[config.mk]
export PLATFORM = sky130hd
export DESIGN_NAME = fqws_div
export DESIGN_NICKNAME = d
export VERILOG_FILES = /design/src/fqws_pkg.sv /design/src/fqws_div.sv
export SDC_FILE = /design/constraint.sdc
export NUM_CORES = 1
export LEC_CHECK = 0
export BUFFER_PORTS_ARGS = -buffer_cell sky130_fd_sc_hd__clkbuf_2
export CORE_UTILIZATION = 44
export DETAILED_ROUTE_END_ITERATION = 10
export PLACE_DENSITY = 0.62
export SETUP_SLACK_MARGIN = 0.3
export SYNTH_ARGS = -nofsm -noshare
export SYNTH_HDL_FRONTEND = slang
export SYNTH_SLANG_ARGS = --single-unit
[constraint.sdc]
create_clock -name clk -period 4 [get_ports clk]
set_clock_uncertainty 0.15 [all_clocks]
set_input_delay 0.4 -clock clk [delete_from_list [all_inputs] [get_ports clk]]
set_output_delay 0.4 -clock clk [all_outputs]
set_load 0.02 [all_outputs]
[src/fqws_pkg.sv]
// ----------------------------------------------------------------------------
// fqws_pkg: shared types and constants of the face quality score block
// Widths, fixed point constants and the small tables of the score pipeline.
// ----------------------------------------------------------------------------
package fqws_pkg;

  localparam int CFG_IDX_W = 3;
  localparam int CFG_DATA_W = 16;

  typedef enum logic [CFG_IDX_W-1:0] {
    REG_SIZE_MIN  = 3'd0,
    REG_SIZE_MAX  = 3'd1,
    REG_SIZE_KNEE = 3'd2,
    REG_FRONT_THR = 3'd3,
    REG_SIZE_GAIN = 3'd4,
    REG_POSE_GAIN = 3'd5,
    REG_LMK_GAIN  = 3'd6,
    REG_BLUR_GAIN = 3'd7
  } cfg_reg_t;

  localparam int POINT_DIVISOR = 5;
  localparam int SUM_W = 16;
  localparam int LMK_SHIFT = 32;
  localparam logic [63:0] LMK_MUL64 =
    ((64'd1 << LMK_SHIFT) + 64'(POINT_DIVISOR) - 64'd1) / 64'(POINT_DIVISOR);
  localparam logic [32:0] LMK_MUL = LMK_MUL64[32:0];

  localparam int P9_SHIFT = 25;
  localparam logic [21:0] P9_MUL = 22'd3728271;

  localparam int DIV_NW = 24;
  localparam int DIV_DW = 12;

  localparam logic [12:0] ONE_Q12 = 13'd4096;
  localparam logic [12:0] HALF_Q12 = 13'd2048;
  localparam logic signed [11:0] ANGLE_LIM = 12'sd1440;
  localparam logic signed [27:0] FRONT_MAX = 28'sd8192000;
  localparam logic signed [27:0] FRONT_MIN = -28'sd8187904;
  localparam logic signed [12:0] FRONT_FULL = 13'sd2000;
  localparam logic signed [30:0] OUT_MAX = 31'sd1048575;
  localparam logic signed [30:0] OUT_MIN = -31'sd1048576;

  typedef enum logic [1:0] {
    SZ_ZERO,
    SZ_ONE,
    SZ_UPPER,
    SZ_LOWER
  } size_sel_t;

  typedef struct packed {
    size_sel_t  sel;
    logic       pose_neg;
    logic       den_zero;
    logic [12:0] lmk;
    logic [12:0] blur;
    logic       hq;
  } side_t;

  function automatic logic [7:0] frac160(input logic [3:0] b);
    logic [7:0] r;
    case (b)
      4'd0: r = 8'd0;
      4'd1: r = 8'd17;
      4'd2: r = 8'd35;
      4'd3: r = 8'd53;
      4'd4: r = 8'd71;
      4'd5: r = 8'd88;
      4'd6: r = 8'd106;
      4'd7: r = 8'd124;
      4'd8: r = 8'd142;
      default: r = 8'd0;
    endcase
    return r;
  endfunction

endpackage

[src/fqws_div.sv]
// ----------------------------------------------------------------------------
// fqws_div: pipelined unsigned restoring divider
// One quotient bit per stage; a new division can enter in every enabled cycle.
// ----------------------------------------------------------------------------
module fqws_div (
  input  logic                          clk,
  input  logic                          en,
  input  logic [fqws_pkg::DIV_NW-1:0]   num,
  input  logic [fqws_pkg::DIV_DW-1:0]   den,
  output logic [fqws_pkg::DIV_NW-1:0]   quo
);

  logic [fqws_pkg::DIV_DW-1:0] rem_q [fqws_pkg::DIV_NW];
  logic [fqws_pkg::DIV_NW-1:0] num_q [fqws_pkg::DIV_NW];
  logic [fqws_pkg::DIV_DW-1:0] den_q [fqws_pkg::DIV_NW];
  logic [fqws_pkg::DIV_NW-1:0] quo_q [fqws_pkg::DIV_NW];

  logic [fqws_pkg::DIV_DW-1:0] rem_in [fqws_pkg::DIV_NW];
  logic [fqws_pkg::DIV_NW-1:0] num_in [fqws_pkg::DIV_NW];
  logic [fqws_pkg::DIV_DW-1:0] den_in [fqws_pkg::DIV_NW];
  logic [fqws_pkg::DIV_NW-1:0] quo_in [fqws_pkg::DIV_NW];

  logic [fqws_pkg::DIV_DW-1:0] rem_next [fqws_pkg::DIV_NW];
  logic                        bit_next [fqws_pkg::DIV_NW];

  always_comb begin
    rem_in[0] = '0;
    num_in[0] = num;
    den_in[0] = den;
    quo_in[0] = '0;
    for (int i = 1; i < fqws_pkg::DIV_NW; i++) begin
      rem_in[i] = rem_q[i-1];
      num_in[i] = num_q[i-1];
      den_in[i] = den_q[i-1];
      quo_in[i] = quo_q[i-1];
    end
  end

  always_comb begin
    logic [fqws_pkg::DIV_DW:0] t;
    logic [fqws_pkg::DIV_DW:0] diff;
    for (int i = 0; i < fqws_pkg::DIV_NW; i++) begin
      t = {rem_in[i], num_in[i][fqws_pkg::DIV_NW-1]};
      diff = t - {1'b0, den_in[i]};
      bit_next[i] = (t >= {1'b0, den_in[i]});
      rem_next[i] = bit_next[i] ? diff[fqws_pkg::DIV_DW-1:0] : t[fqws_pkg::DIV_DW-1:0];
    end
  end

  always_ff @(posedge clk) begin
    if (en) begin
      for (int i = 0; i < fqws_pkg::DIV_NW; i++) begin
        rem_q[i] <= rem_next[i];
        num_q[i] <= {num_in[i][fqws_pkg::DIV_NW-2:0], 1'b0};
        den_q[i] <= den_in[i];
        quo_q[i] <= {quo_in[i][fqws_pkg::DIV_NW-2:0], bit_next[i]};
      end
    end
  end

  assign quo = quo_q[fqws_pkg::DIV_NW-1];

endmodule

==> metrics.yaml <==
clk_pin_slew_ns: 0.06
final_max_slew_viol_count: 0
drive_above_1_share_pct: 12.6
ios: 62
wirelength_um: 81100
whs_path_depth: 1
clk_path_buf_depth: 3
overflow: 0
wl_met3_um: 2740
ys.flop_type: "edfxtp_1"
r2r_cells: 7
crit_path_start: "rem_q[1][5]"
synth_top_cell_by_area: "edfxtp_1"
path_max_fanout: 13
portBuffers: 61
cts_sinks: 1128
rsz0062_at_grt: "no"
worstPathRequired_ns: 4.30
min-delay-start: "en"
dp_hpwl_um: 55300
synthTopCellsByArea: "edfxtp_1 (67%), ha_1 (6.9%), mux2_2 (2.8%), inv_1 (2.7%), xor2_1 (2.2%)"
post-route-util_pct: 50.5
final_common_cell: "edfxtp_1"
root_buffer: "clkbuf_16"
start_util_pct: 44.6
grt_pass1_wl_um: 132000
cts_setup_buffers: 0
cts_tree: "done"
critPathLaunchType: "flop"
min_period_over_period_pct: 75.9
core_um2: 113000
clk-insertion-delay-late_ns: 0.72
hold_viol: 0
dr.pass1.iters: 4
wl_met1_um: 36100
cts_hold_buffers: 36
wl_per_cell_um: 15.6
p_comb_share_pct: 30.3
grt_pass1_vias: 25921
fill_cells: 9528
async_reset_ff_share_pct: 0
internal_power_w: 0.0286
tns_ns: 0
p_leak_nw: 21.8
numCtsBuffers: 130
hold_end: "num_q[0][1]"
yosysWarnings: 0
max_freq_mhz: 329
min_path_type: "input port to flop"
synth_top_cell_area_share_pct: 67.2
status: "complete, no violations"
post_cts_resized: 0
track_usage_pct: 14.0
worstPathArrival_ns: 3.34
die_x_um: 340
setup_viol: 0
syn_area_um2: 50400
power_frac_clock_pct: 27.9
final_nets: 3939
antenna_found_initial: 0
die_h_um: 340
top_layer: "met4"
maxCapViolCount: 0
area_delta_synth_final_pct: 13.2
fin_crit_ns: 3.04
synth-edff-count: 1128
criticalPathCategory: "flop to flop"
avgViaCountPerCell: 5.03
synth_nets: 3710
syn_inst: 3372
peakVddDrop_v: 0.000418
switchingPower_w: 0.0119
insertedDiodeCount: 0
r2r-start: "rem_q[1][5]"
wl_met2_um: 40000
worstReg2RegEnd: "rem_q[1][14]"
rows: 123
antenna_left: 0
grt_max_degree: 108
synth_seq_cells: 1128
htreeDepth: 4
yosys.cell_types.count: 52
syn_area_per_cell_um2: 14.9
rrSetupSlack_ns: 0.96
tightest_slew_ns: 0.773
slew_headroom_pct: 48.4
mostFrequentLayoutCells: "edfxtp_1 (1128), inv_1 (368), ha_1 (278), nor2_1 (213), clkbuf_16 (133)"
vias: 26124
gp_congestion: 0.840
drcViolationCount: 0
switching_share_pct: 29.4
first_iter_violations: 1556
ys_seq_area_share_pct: 67.2
die_area_um2: 116000
cp-end-kind: "flop"
power_density_nw_per_um2: 709
p_seq_share_pct: 41.8
==> how the worst max path moves through the flow <==
stage	cells past startpoint	slack, ns	end
finish	7	0.96	rem_q[1][14]
global route	7	0.76	rem_q[0][31]
CTS	7	0.91	rem_q[1][14]
detailed placement	7	0.94	rem_q[1][14]
global placement	7	0.98	rem_q[1][15]
floorplan	9	1.55	rem_q[0][28]
==> layout make-up <==
class                   instances  area, um^2  share of cell area (%)
clock buffers                 159        3430                    6.01
clock inverters                66         659                    1.16
inverters                     368        1380                    2.42
multi-input cells            1853       14900                    26.1
flip-flops and latches       1128       33900                    59.4
well taps                    1500        1880                    3.29
repair buffers                120         961                    1.68
==> state kept, by name, indices dropped and copies added, names as in the netlist <==
name	count
quo_q	300
num_q	276
rem_q	276
den_q	276
==> worst max-delay path, stage by stage, from the launching register on <==
cell and delay (ns):
edfxtp_1 0.42, ha_1 0.38, a21oi_1 0.18, nor2_1 0.06, a211oi_1 0.33, o21ai_0 0.24, nor2_2 0.61, mux2_2 0.41
==> stage by stage <==
step	std cells	hold WS [ns]	setup slack (ns)	cell area (um^2)	total power, W
after floorplan	3372	0.250	1.55	50400	0.0269
after global placement	4933	0.250	0.977	52600	0.0292
after detailed placement	4933	0.255	0.943	52600	0.0294
after CTS	5194	0.0367	0.905	57000	0.0410
after global routing	5194	0.0620	0.757	57000	0.0430
final	5194	0.0494	0.964	57000	0.0405
==> cells in the mapped netlist, types with 2 or more instances <==
master,instances
o21bai_1,2
mux2_4,12
nand2_1,127
xnor2_1,46
a211o_1,21
nand3_1,48
o21ai_2,22
o21ai_0,96
xor2_1,128
a21o_1,8
a32oi_1,20
fa_1,22
o31a_1,43
nor2_1,213
nor2b_1,48
inv_1,368
nand2b_1,3
and2_1,2
mux2_1,77
mux2_2,127
a211oi_1,42
nor3_1,47
nor2_2,20
nor4_1,2
o21a_1,106
o31ai_1,42
and3_1,23
a21oi_1,120
nand4_1,23
mux2i_1,43
edfxtp_1,1128
or3_1,6
ha_1,278
buf_6,22
a311oi_2,20
==> routing by layer <==
layer / vias to the layer above / global-route usage (%)
li1: 13064 / -
met1: 12556 / 17.7
met2: 350 / 23.9
met3: 154 / 2.70
met4: 0 / 5.38
met5: - / 0
==> kinds of logic (layout without fill, tap and decap cells) <==
| family | count (synthesis) | count (layout) | synth area share, % |
|---|---|---|---|
| buffers and inverters | 391 | 713 | 3.24 |
| AOI/OAI and AO/OA | 553 | 553 | 7.80 |
| and+or+nand+nor | 567 | 567 | 5.15 |
| xor gates and xnor gates | 174 | 174 | 3.03 |
| muxes | 259 | 259 | 5.77 |
| DFF | 1128 | 1128 | 67.2 |
| adders and majority gates | 300 | 300 | 7.78 |
==> power groups by stage <==
stage | Sequential (W) | Clock, W | Combinational [W]
3_5_place_dp | 0.0172 | 0 | 0.0122
6_report | 0.0169 | 0.0113 | 0.0123
3_3_place_gp | 0.0172 | 0 | 0.0120
2_1_floorplan | 0.0167 | 0 | 0.0102
5_1_grt | 0.0171 | 0.0121 | 0.0137
4_1_cts | 0.0170 | 0.0117 | 0.0123
No activity file was read; power rests on OpenSTA's default activity.
